File: src/hdl/hsl_pkg.sv
package hsl_pkg;

  // field and datapath widths
  localparam int HUE_W = 9;
  localparam int PCT_W = 7;
  localparam int CH_W  = 8;
  localparam int T_W   = 14;   // t1/t2/diff in 1/10000 units, max 10000
  localparam int WT_W  = 6;    // hue weight, 0..60
  localparam int NUM_W = 20;   // channel numerator, max 600000
  localparam int X_W   = 28;   // 255*num + rounding bias
  localparam int M_W   = 19;   // reciprocal constant width
  localparam int Q_W   = 9;    // estimated quotient
  localparam int P_W   = X_W + M_W;   // reciprocal product

  // register stages inside one channel pipe
  localparam int CH_LAT = 3;

  // hue positions in degrees
  localparam logic [HUE_W-1:0] HUE_TURN       = 9'd360;
  localparam logic [HUE_W-1:0] HUE_THIRD      = 9'd120;
  localparam logic [HUE_W-1:0] HUE_SIXTH      = 9'd60;
  localparam logic [HUE_W-1:0] HUE_HALF       = 9'd180;
  localparam logic [HUE_W-1:0] HUE_TWO_THIRDS = 9'd240;

  // percent limits
  localparam logic [PCT_W-1:0] PCT_FULL = 7'd100;
  localparam logic [PCT_W-1:0] PCT_HALF = 7'd50;

  // divide by 600000 through floor(2^38 / 600000), then one correction step
  localparam logic [NUM_W-1:0] DIV_DEN    = 20'd600000;
  localparam logic [X_W-1:0]   ROUND_HALF = 28'd300000;
  localparam logic [M_W-1:0]   RECIP_M    = 19'd458129;
  localparam int               RECIP_SH   = 38;

  localparam logic [CH_W-1:0] CH_MAX = 8'd255;

  typedef logic [WT_W-1:0] wt_t;

  // luminance terms shared by all three channels
  typedef struct packed {
    logic [T_W-1:0] t2;
    logic [T_W-1:0] diff;
  } lum_t;

  // side-band that travels with each word
  typedef struct packed {
    logic            vld;
    logic            zero;
    logic [CH_W-1:0] gray;
  } ctl_t;

endpackage

File: src/hdl/hsl_prep.sv
module hsl_prep import hsl_pkg::*; (
  input  logic             clk,
  input  logic             rst_n,
  input  logic             in_vld,
  input  logic [HUE_W-1:0] hue,
  input  logic [PCT_W-1:0] sat,
  input  logic [PCT_W-1:0] lig,
  output ctl_t             ctl,
  output lum_t             lum,
  output wt_t              wt_red,
  output wt_t              wt_green,
  output wt_t              wt_blue
);

  // four-piece hue function as a weight on diff (0..60)
  function automatic wt_t hue_weight(input logic [HUE_W-1:0] pos);
    wt_t w;
    priority if (pos < HUE_SIXTH) begin
      w = WT_W'(pos);
    end else if (pos < HUE_HALF) begin
      w = WT_W'(HUE_SIXTH);
    end else if (pos < HUE_TWO_THIRDS) begin
      w = WT_W'(HUE_TWO_THIRDS - pos);
    end else begin
      w = '0;
    end
    return w;
  endfunction

  // stage A: wrap hue, clamp percentages, hue weights
  logic             vld_a_r;
  logic [PCT_W-1:0] sat_a_r, lig_a_r;
  wt_t              wr_a_r, wg_a_r, wb_a_r;

  logic [HUE_W-1:0] hue_m, pos_red, pos_blue;
  logic [HUE_W:0]   sum_red;
  logic [PCT_W-1:0] sat_c, lig_c;

  always_comb begin
    hue_m   = (hue >= HUE_TURN) ? hue - HUE_TURN : hue;
    sum_red = (HUE_W+1)'(hue_m) + (HUE_W+1)'(HUE_THIRD);
    pos_red = (sum_red > (HUE_W+1)'(HUE_TURN)) ? HUE_W'(sum_red - (HUE_W+1)'(HUE_TURN))
                                               : HUE_W'(sum_red);
    pos_blue = (hue_m >= HUE_THIRD) ? hue_m - HUE_THIRD : hue_m + HUE_TWO_THIRDS;
    sat_c = (sat > PCT_FULL) ? PCT_FULL : sat;
    lig_c = (lig > PCT_FULL) ? PCT_FULL : lig;
  end

  always_ff @(posedge clk) begin
    if (!rst_n) begin
      vld_a_r <= 1'b0;
    end else begin
      vld_a_r <= in_vld;
    end
    sat_a_r <= sat_c;
    lig_a_r <= lig_c;
    wr_a_r  <= hue_weight(pos_red);
    wg_a_r  <= hue_weight(hue_m);
    wb_a_r  <= hue_weight(pos_blue);
  end

  // stage B: t2, diff = t1 - t2, and the gray level
  logic [T_W-1:0]  ls, l100, s100, t2_nxt, diff_nxt;
  logic [T_W:0]    diff_hi;
  logic [12:0]     lig51;
  logic [21:0]     gray_prod;
  logic [CH_W-1:0] gray_nxt;

  always_comb begin
    ls   = T_W'(lig_a_r) * T_W'(sat_a_r);
    l100 = T_W'(lig_a_r) * T_W'(PCT_FULL);
    s100 = T_W'(sat_a_r) * T_W'(PCT_FULL);
    diff_hi = {s100, 1'b0} - {ls, 1'b0};
    if (lig_a_r < PCT_HALF) begin
      t2_nxt   = l100 - ls;
      diff_nxt = {ls[T_W-2:0], 1'b0};
    end else begin
      t2_nxt   = l100 - s100 + ls;
      diff_nxt = diff_hi[T_W-1:0];
    end
    // lig*255/100 = floor(floor(lig*51/4) / 5), /5 by 1639/8192
    lig51     = 13'(lig_a_r) * 13'd51;
    gray_prod = 22'(lig51[12:2]) * 22'd1639;
    gray_nxt  = gray_prod[20:13];
  end

  always_ff @(posedge clk) begin
    if (!rst_n) begin
      ctl.vld <= 1'b0;
    end else begin
      ctl.vld <= vld_a_r;
    end
    ctl.zero <= (sat_a_r == '0);
    ctl.gray <= gray_nxt;
    lum.t2   <= t2_nxt;
    lum.diff <= diff_nxt;
    wt_red   <= wr_a_r;
    wt_green <= wg_a_r;
    wt_blue  <= wb_a_r;
  end

endmodule

File: src/hdl/hsl_chan.sv
module hsl_chan import hsl_pkg::*; (
  input  logic            clk,
  input  lum_t            lum,
  input  wt_t             wt,
  output logic [CH_W-1:0] ch
);

  // stage C: numerator over 600000
  logic [NUM_W-1:0] num_r;

  always_ff @(posedge clk) begin
    num_r <= NUM_W'(lum.t2) * NUM_W'(HUE_SIXTH) + NUM_W'(lum.diff) * NUM_W'(wt);
  end

  // stage D: scale by 255, add rounding bias, reciprocal estimate
  logic [X_W-1:0] x_nxt, x_r;
  logic [P_W-1:0] prod;
  logic [Q_W-1:0] q0_r;

  always_comb begin
    x_nxt = {num_r, 8'b0} - X_W'(num_r) + ROUND_HALF;
    prod  = P_W'(x_nxt) * P_W'(RECIP_M);
  end

  always_ff @(posedge clk) begin
    x_r  <= x_nxt;
    q0_r <= prod[P_W-1:RECIP_SH];
  end

  // stage E: estimate is low by at most one, fix it and clamp
  logic [X_W:0]   qd, rem;
  logic [Q_W-1:0] qf;

  always_comb begin
    qd  = (X_W+1)'(q0_r) * (X_W+1)'(DIV_DEN);
    rem = (X_W+1)'(x_r) - qd;
    qf  = (rem >= (X_W+1)'(DIV_DEN)) ? q0_r + Q_W'(1) : q0_r;
  end

  always_ff @(posedge clk) begin
    ch <= (qf > Q_W'(CH_MAX)) ? CH_MAX : qf[CH_W-1:0];
  end

endmodule

File: src/hdl/hsl_to_rgb_converter.sv
// HSL to RGB converter. One word (hue in degrees, saturation and lightness
// in percent) may be started every clock; busy is always low. Each result
// shows on out_red/out_green/out_blue for one cycle with out_valid high,
// after the start has passed two stages of hue/luminance prep,
// three stages per channel (numerator multiply, reciprocal multiply,
// correction and clamp) and the output register. The receiver must take
// every result when it appears. Hue 360..511 wraps modulo 360; saturation
// and lightness above 100 count as 100.
module hsl_to_rgb_converter import hsl_pkg::*; (
  input  logic             clk,
  input  logic             rst_n,
  input  logic             start,
  output logic             busy,
  input  logic [HUE_W-1:0] in_hue_degrees,
  input  logic [PCT_W-1:0] in_saturation_pct,
  input  logic [PCT_W-1:0] in_lightness_pct,
  output logic             out_valid,
  output logic [CH_W-1:0]  out_red,
  output logic [CH_W-1:0]  out_green,
  output logic [CH_W-1:0]  out_blue
);

  // never stalls
  assign busy = 1'b0;

  ctl_t            ctl_p;
  lum_t            lum_p;
  wt_t             wt_r, wt_g, wt_b;
  logic [CH_W-1:0] ch_r, ch_g, ch_b;

  hsl_prep u_prep (
    .clk      (clk),
    .rst_n    (rst_n),
    .in_vld   (start),
    .hue      (in_hue_degrees),
    .sat      (in_saturation_pct),
    .lig      (in_lightness_pct),
    .ctl      (ctl_p),
    .lum      (lum_p),
    .wt_red   (wt_r),
    .wt_green (wt_g),
    .wt_blue  (wt_b)
  );

  hsl_chan u_chan_red   (.clk(clk), .lum(lum_p), .wt(wt_r), .ch(ch_r));
  hsl_chan u_chan_green (.clk(clk), .lum(lum_p), .wt(wt_g), .ch(ch_g));
  hsl_chan u_chan_blue  (.clk(clk), .lum(lum_p), .wt(wt_b), .ch(ch_b));

  // side-band delay matching the channel pipes
  ctl_t ctl_d_r [CH_LAT];

  always_ff @(posedge clk) begin
    if (!rst_n) begin
      for (int i = 0; i < CH_LAT; i++) begin
        ctl_d_r[i].vld <= 1'b0;
      end
    end else begin
      ctl_d_r[0].vld <= ctl_p.vld;
      for (int i = 1; i < CH_LAT; i++) begin
        ctl_d_r[i].vld <= ctl_d_r[i-1].vld;
      end
    end
    ctl_d_r[0].zero <= ctl_p.zero;
    ctl_d_r[0].gray <= ctl_p.gray;
    for (int i = 1; i < CH_LAT; i++) begin
      ctl_d_r[i].zero <= ctl_d_r[i-1].zero;
      ctl_d_r[i].gray <= ctl_d_r[i-1].gray;
    end
  end

  // output register: gray level when saturation is zero
  logic            out_valid_r;
  logic [CH_W-1:0] out_red_r, out_green_r, out_blue_r;

  always_ff @(posedge clk) begin
    if (!rst_n) begin
      out_valid_r <= 1'b0;
    end else begin
      out_valid_r <= ctl_d_r[CH_LAT-1].vld;
    end
    out_red_r   <= ctl_d_r[CH_LAT-1].zero ? ctl_d_r[CH_LAT-1].gray : ch_r;
    out_green_r <= ctl_d_r[CH_LAT-1].zero ? ctl_d_r[CH_LAT-1].gray : ch_g;
    out_blue_r  <= ctl_d_r[CH_LAT-1].zero ? ctl_d_r[CH_LAT-1].gray : ch_b;
  end

  assign out_valid = out_valid_r;
  assign out_red   = out_red_r;
  assign out_green = out_green_r;
  assign out_blue  = out_blue_r;

  // every started word comes out on out_valid
  a_start_to_out: assert property (@(posedge clk) disable iff (!rst_n)
    (start && !busy) |-> ##6 out_valid)
    else $error("started word did not come out after 6 cycles");

  // no result without a start
  a_no_phantom: assert property (@(posedge clk) disable iff (!rst_n)
    out_valid |-> $past(start, 6))
    else $error("result without a matching start");

  // zero saturation gives gray
  a_gray: assert property (@(posedge clk) disable iff (!rst_n)
    (out_valid && $past(in_saturation_pct == '0, 6))
      |-> (out_red == out_green && out_green == out_blue))
    else $error("zero saturation did not give gray");

endmodule
File: config.mk
export PLATFORM = sky130hd
export DESIGN_NAME = hsl_to_rgb_converter
export DESIGN_NICKNAME = d
export VERILOG_FILES = /design/src/hdl/hsl_pkg.sv /design/src/hdl/hsl_prep.sv /design/src/hdl/hsl_chan.sv /design/src/hdl/hsl_to_rgb_converter.sv
export SDC_FILE = /design/constraint.sdc
export NUM_CORES = 2
export LEC_CHECK = 0
export ABC_CLOCK_PERIOD_IN_PS = 8100
export BUFFER_PORTS_ARGS = -buffer_cell sky130_fd_sc_hd__buf_2
export CAP_MARGIN = 30
export CORE_MARGIN = 4
export CORE_UTILIZATION = 40
export DETAILED_ROUTE_END_ITERATION = 7
export PLACE_DENSITY = 0.53
export SKIP_CTS_REPAIR_TIMING = 1
export SLEW_MARGIN = 15
export SYNTH_ARGS = -nofsm -noshare
export SYNTH_HDL_FRONTEND = slang
export SYNTH_SLANG_ARGS = --single-unit
export TNS_END_PERCENT = 30
File: constraint.sdc
create_clock -name clk -period 8.1 [get_ports clk]
set_input_delay 1.215 -clock clk [delete_from_list [all_inputs] [get_ports clk]]
set_output_delay 1.215 -clock clk [all_outputs]
set_load 0.1 [all_outputs]
**After elaboration in Yosys (flattened, before gate mapping)**

Memory sizes are Yosys's and may differ from the RTL's.
Cells that the tools add are included.

- Bitwise logic cells: 3
- Mux-type cells: 25
- Order comparisons: 21
- $mul: 15
- Reductions and logical operators: 1
- Add/subtract/negate cells: 27

Operator list:

| kind | number |
|---|---|
| 28-bit by 19-bit multiplier with 47-bit output (second input constant) | 3 |
| 29-bit by 20-bit greater-or-equal comparator with 1-bit output (second input constant) | 3 |
| 28-bit by 29-bit subtractor with 29-bit output | 3 |
| 28-bit by 19-bit adder with 28-bit output (second input constant) | 3 |
| 28-bit by 20-bit subtractor with 28-bit output | 3 |
| 9-bit by 14-bit multiplier with 23-bit output (second input constant) | 3 |
| 20-bit adder | 3 |
| 14-bit by 6-bit multiplier with 20-bit output | 3 |
| 9-bit by 8-bit less-than comparator with 1-bit output (second input constant) | 6 |
| 6-bit two-way mux | 9 |
| 9-bit two-way mux | 6 |
| 14-bit subtractor | 3 |
| 14-bit two-way mux | 2 |
| 9-bit by 1-bit adder with 9-bit output (second input constant) | 3 |
| 9-bit by 8-bit greater-than comparator with 1-bit output (second input constant) | 3 |
| 9-bit by 6-bit less-than comparator with 1-bit output (second input constant) | 3 |
| 7-bit by 5-bit multiplier with 12-bit output (second input constant) | 2 |
| 8-bit two-way mux | 3 |
| 11-bit by 11-bit multiplier with 21-bit output (second input constant) | 1 |
| 14-bit by 4-bit multiplier with 18-bit output (second input constant) | 1 |
| 6-bit subtractor (first input constant) | 3 |
| 9-bit subtractor (second input constant) | 2 |
| 14-bit adder | 1 |
| 7-bit greater-than comparator (second input constant) | 2 |
| other kinds (12) | 18 |

- Input bits: 26
- Memories: 1
- Bits in writable memories: 30
- Logic and storage cells: 124
- Output and inout port bits: 26
- Register bits after elaboration: 309

Memory list:

| memory | depth | width | read ports | clocked after Yosys merged registers in | wr ports | RTL line | RTL |
|---|---|---|---|---|---|---|---|
| ctl_d_r | 3 | 10 | 3 | 0 | 3 | hsl_to_rgb_converter.sv:50 | `ctl_t ctl_d_r [CH_LAT];` |

**Logic depth before layout (Yosys ltp)**

- Depth in word-level cells: 9
- Gate-level depth with buffers: 37

**Modules after synthesis**

A second synthesis with hierarchy kept.

- Cells, all modules: 7106
- Area total of the unflattened synthesis: 66864.1 sq um

Modules (own cells, without submodules):

| module | area an instance (sq um) | instances | seq. area each (sq um) | cells an instance |
|---|---|---|---|---|
| hsl_chan (u_chan_blue ...) | 18151.2 | 2 | 1181.1 | 1928 |
| hsl_chan (u_chan_red) | 17961.0 | 1 | 1181.1 | 1896 |
| hsl_prep | 11066.9 | 1 | 1741.7 | 1266 |
| hsl_to_rgb_converter | 1534.0 | 1 | 1101.1 | 88 |

**Worst setup path before layout**

No wires, ideal clock.

- Path kind: reg-to-reg
- Start: reg u_chan_green.num_r[1]
- End: reg u_chan_green.q0_r[7]
- Slack: -401 ps
- Setup time: 123 ps
- Cell stages (with the launch flop): 36
- Data arrival time: 8378 ps
- Path buffers: 0
- Data required time: 7977 ps
- Clock period less this slack: 8501 ps
- Cells stage by stage: dfxtp_1 > inv_1 > ha_1 > inv_1 > ha_1 > a21o_1 > a21o_1 > a2111o_1 > a31oi_1 > o31a_1 > o21ai_0 > a21o_1 > a21oi_1 > xnor2_1 > inv_1 > fa_1 > inv_1 > fa_1 > inv_1 > fa_1 > fa_1 > inv_1 > fa_1 > ha_1 > ha_1 > a2111oi_0 > a211oi_1 > a311oi_1 > o21ai_0 > nand2_1 > o21ai_0 > o21a_1 > o21a_1 > o21ai_0 > a21oi_1 > xor2_1

- Word-level cells in the longest chain between the ends: 3

RTL lines:

| what | RTL line | RTL |
|---|---|---|
| start: declaration | hsl_chan.sv:9 | `logic [NUM_W-1:0] num_r;` |
| start signal: assignment | hsl_chan.sv:12 | `num_r <= NUM_W'(lum.t2) * NUM_W'(HUE_SIXTH) + NUM_W'(lum.diff) * NUM_W'(wt);` |
| 28-bit by 20-bit subtractor with 28-bit output | hsl_chan.sv:21 | `x_nxt = {num_r, 8'b0} - X_W'(num_r) + ROUND_HALF;` |
| 28-bit by 19-bit adder with 28-bit output | hsl_chan.sv:21 |  |
| named net u_chan_green.x_nxt[22] | hsl_chan.sv:16 | `logic [X_W-1:0] x_nxt, x_r;` |
| 28-bit by 19-bit multiplier with 47-bit output | hsl_chan.sv:22 | `prod = P_W'(x_nxt) * P_W'(RECIP_M);` |
| named net u_chan_green.prod[45] | hsl_chan.sv:17 | `logic [P_W-1:0] prod;` |
| end signal: assignment | hsl_chan.sv:27 | `q0_r <= prod[P_W-1:RECIP_SH];` |
| end: declaration | hsl_chan.sv:18 | `logic [Q_W-1:0] q0_r;` |

The timed path passes the listed nets, and every way through them passes these cells.
A chain may end at the register's enable or synchronous reset.

**Worst setup path in the final report**

- Start: reg u_chan_green.num_r[1]
- End: reg u_chan_green.q0_r[6]

- Word-level cells in the longest chain between the ends: 3

RTL lines:

| what | RTL line |
|---|---|
| 28-bit by 20-bit subtractor with 28-bit output | hsl_chan.sv:21 |
| 28-bit by 19-bit adder with 28-bit output | hsl_chan.sv:21 |
| 28-bit by 19-bit multiplier with 47-bit output | hsl_chan.sv:22 |
| named net u_chan_green.prod[44] | hsl_chan.sv:17 |

The timed path passes the listed nets, and every way through them passes these cells.

==> metrics.yaml <==
timing.max_cap.violations: 0
grt_setup_unrepaired: "yes"
synth_top_area_share_pct: 32.38
design.final.nets: 8985
antenna_found_initial: 6
wire_per_inst_um: 16.65
postSynthRegisterBits: 316
worstHoldStart: "ctl_d_r[0][2]"
cp_slowest_stage_delay_ns: 0.58
fillerInstances: 14501
grt_pass1_wl_mm: 242.8
clock_sink_count: 316
synth_fp_nets: 8595
cpMostUsedCell: "sky130_fd_sc_hd__fa_1"
die_h_um: 398.8
crit_buf_inv: 5
yosysWarningCount: 0
max_slew.worst_pin.slew_ns: 0.9818
r2r_start: "u_chan_green.num_r[1]"
clk_latency_ns: 0.65
global_route.overflow_total: 0
count_of_endpoints_failing_setup_in_the_final_report: 0
fin_area_um2: 69210
timing.final.crit_period_ns: 7.897
outcome: "finished clean"
postRouteAntennaNets: 0
timing.critical_path.required_ns: 8.63
synth_commonest_cells: "sky130_fd_sc_hd__inv_1 (1,567), sky130_fd_sc_hd__ha_1 (1,111), sky130_fd_sc_hd__fa_1 (988), sky130_fd_sc_hd__nand2_1 (336), sky130_fd_sc_hd__dfxtp_1 (316)"
setup.reg_to_reg.worst_slack_ns: 0.20
fmax_ghz: 0.1266
grt.total_usage_pct: 19.04
dr_total_vias: 43368
viasPerCell: 4.858
first_pass_iters: 5
cts_root_buffer: "sky130_fd_sc_hd__clkbuf_16"
worstHoldPathCells: 0
worst-r2r-cell-count: 34
place.gp.congestion: 0.8987
cp-start-kind: "flop"
worstReg2RegEnd: "u_chan_green.q0_r[6]"
largest_net_degree_at_the_start_of_global_routing: 48
number_of_enable_type_register_cells_in_the_synthesized_netlist: 0
crit_type: "reg -> reg"
cp_max_stage_cell: "sky130_fd_sc_hd__fa_1"
io_pins: 52
report.final.slew_viol_count: 0
synth_top_cell_by_area: "sky130_fd_sc_hd__fa_1"
synth.top_cells.by_area: "sky130_fd_sc_hd__fa_1 (32%), sky130_fd_sc_hd__ha_1 (23%), sky130_fd_sc_hd__dfxtp_1 (10%), sky130_fd_sc_hd__inv_1 (9.6%), sky130_fd_sc_hd__xnor2_1 (3.4%)"
cts.htree.levels: 2
flow.area_growth_from_synthesis_pct: 13.30
cts_max_path_buffers: 3
rows: 143
post_synth_num_cell_types: 91
post_synth.cell_area_avg_um2: 9.441
hpwl_mm: 130.1
dpl-instance-area_um2: 66110
drt_drc_violations_left: 0
totalWireLength_mm: 148.6
critical_path.max_fanout: 4
hold_viol: 0
period_share_pct: 97.50
initial_cell_density_of_the_core_pct: 40.21
drive_above_1_share_pct: 10.91
synth.yosys.seq_area_share_pct: 10.36
core_area_um2: 151900
floorplan.die.width_um: 398.8
end_kind: "flop"
headroom_to_the_max_slew_limit_pct: 34.46
cts.reportedPaths.clkPinSlew_ns: 0.06
first_iter_violations: 1953
cts_made_buffers: 44
hold_path.class: "reg -> reg"
arrival_ns: 8.43
fin_worst_skew_ns: 0.05425
total_standard_cell_area_after_synthesis_um2: 61080
design.die.area_um2: 159000
post-synth-top-count-cell: "sky130_fd_sc_hd__inv_1"
crit_family: "adder cells"
timing.hold.worst_endpoint: "ctl_d_r[1][2]"
tritoncts: "done"
async_flop_share_pct: 0
finish.utilization_pct: 45.56
synth_flop_cell: "sky130_fd_sc_hd__dfxtp_1"
synth_cells: 6470
place.port_buffers: 50
first_global_vias: 45577
[kinds of logic (layout without fill, tap and decap cells)]
family | after synthesis | count (layout) | share of synthesized area (%)
flip-flops | 316 | 316 | 10.36
AND/OR/NAND/NOR | 1064 | 1064 | 8.566
AO/OA/AOI/OAI | 970 | 970 | 10.29
other | 1 | 3 | 0.006139
buffers and inverters | 1639 | 2064 | 10.09
multiplexers | 18 | 18 | 0.3031
adder cells (fa/ha/maj) | 2099 | 2099 | 55.14
XOR/XNOR | 363 | 363 | 5.248
[flip-flops by register name, indices dropped and copies added (netlist names), 10 cells and up]
| signal | cells |
|---|---|
| u_prep.ctl | 10 |
| u_chan_green.x_r | 22 |
| u_chan_red.x_r | 22 |
| u_chan_blue.num_r | 19 |
| u_chan_blue.x_r | 22 |
| u_prep.lum | 26 |
| u_chan_green.num_r | 19 |
| ctl_d_r | 30 |
| u_chan_red.num_r | 19 |
[worst max-delay path by stage]
stage / to / slack, ns / start / cells past startpoint
4_1_cts: u_chan_green.q0_r[6] / -0.30 / u_chan_green.num_r[1] / 35
6_report: u_chan_green.q0_r[6] / 0.20 / u_chan_green.num_r[1] / 34
3_5_place_dp: u_chan_green.q0_r[6] / -0.24 / u_chan_green.num_r[1] / 35
3_3_place_gp: u_chan_green.q0_r[6] / -0.13 / u_chan_green.num_r[1] / 35
2_1_floorplan: u_chan_green.q0_r[6] / 0.03 / u_chan_green.num_r[1] / 35
5_1_grt: u_chan_green.q0_r[6] / -0.09 / u_chan_green.num_r[1] / 34
[worst reg2reg max path, delay by kind of cell, from the launching register on]
family / cells / cell delay, ns
AOI/OAI and AO/OA: 14 / 2.60
xor gates and xnor gates: 2 / 0.27
and+or+nand+nor: 4 / 0.60
DFF: 1 / 0.34
buffers and inverters: 5 / 0.45
adders and majority gates: 9 / 3.52
[placed cells by master, fill, tap and decap left out, types with 22 or more instances in the layout]
cell / instances
sky130_fd_sc_hd__a21oi_2: 25
sky130_fd_sc_hd__nor3_1: 65
sky130_fd_sc_hd__and3_1: 32
sky130_fd_sc_hd__nand2_1: 333
sky130_fd_sc_hd__nand3_1: 55
sky130_fd_sc_hd__o21ai_0: 183
sky130_fd_sc_hd__xor2_1: 112
sky130_fd_sc_hd__buf_4: 358
sky130_fd_sc_hd__a21oi_1: 246
sky130_fd_sc_hd__buf_2: 50
sky130_fd_sc_hd__o21bai_1: 51
sky130_fd_sc_hd__a31oi_1: 30
sky130_fd_sc_hd__ha_1: 1057
sky130_fd_sc_hd__fa_1: 968
sky130_fd_sc_hd__inv_2: 28
sky130_fd_sc_hd__nor2b_1: 43
sky130_fd_sc_hd__or3_1: 22
sky130_fd_sc_hd__and2_1: 111
sky130_fd_sc_hd__nand2b_1: 55
sky130_fd_sc_hd__o21a_1: 62
sky130_fd_sc_hd__dfxtp_1: 307
sky130_fd_sc_hd__a21o_1: 135
sky130_fd_sc_hd__clkbuf_16: 45
sky130_fd_sc_hd__nor2_1: 216
sky130_fd_sc_hd__inv_1: 1540
sky130_fd_sc_hd__ha_4: 44
sky130_fd_sc_hd__xnor2_1: 223
sky130_fd_sc_hd__nand4_1: 37
[cell type report]
class	instances	area [um2]	share of cell area [%]
multi-input cells	4515	49860	72.05
diodes	2	5.005	0.007231
well taps	2030	2540	3.670
clock buffers	49	1161	1.678
clock inverters	32	391.6	0.5659
repair buffers	414	3018	4.361
flip-flops and latches	316	6342	9.164
inverters	1569	5889	8.510
[through the flow]
stage	worst slack, ns	setup TNS, ns	hold slack, ns	instances
after floorplan	0.03230	0	0.3096	6470
after global placement	-0.1312	-0.5290	0.3119	8808
after detailed placement	-0.2443	-1.033	0.3121	8808
after CTS	-0.2993	-1.659	0.3040	8889
after global routing	-0.08803	-0.4739	0.3183	8925
final	0.2028	0	0.3118	8927
[layer usage]
layer,GRT usage (%),wire length [um],vias up
met5,0,0,-
met4,2.789,2076,0
met3,2.080,5358,105
met2,31.24,68710,597
met1,27.65,72490,21197
li1,-,-,21469
Power is not shown: default switching activity piles up to over one toggle a cycle in this logic, so the estimate is an artifact.
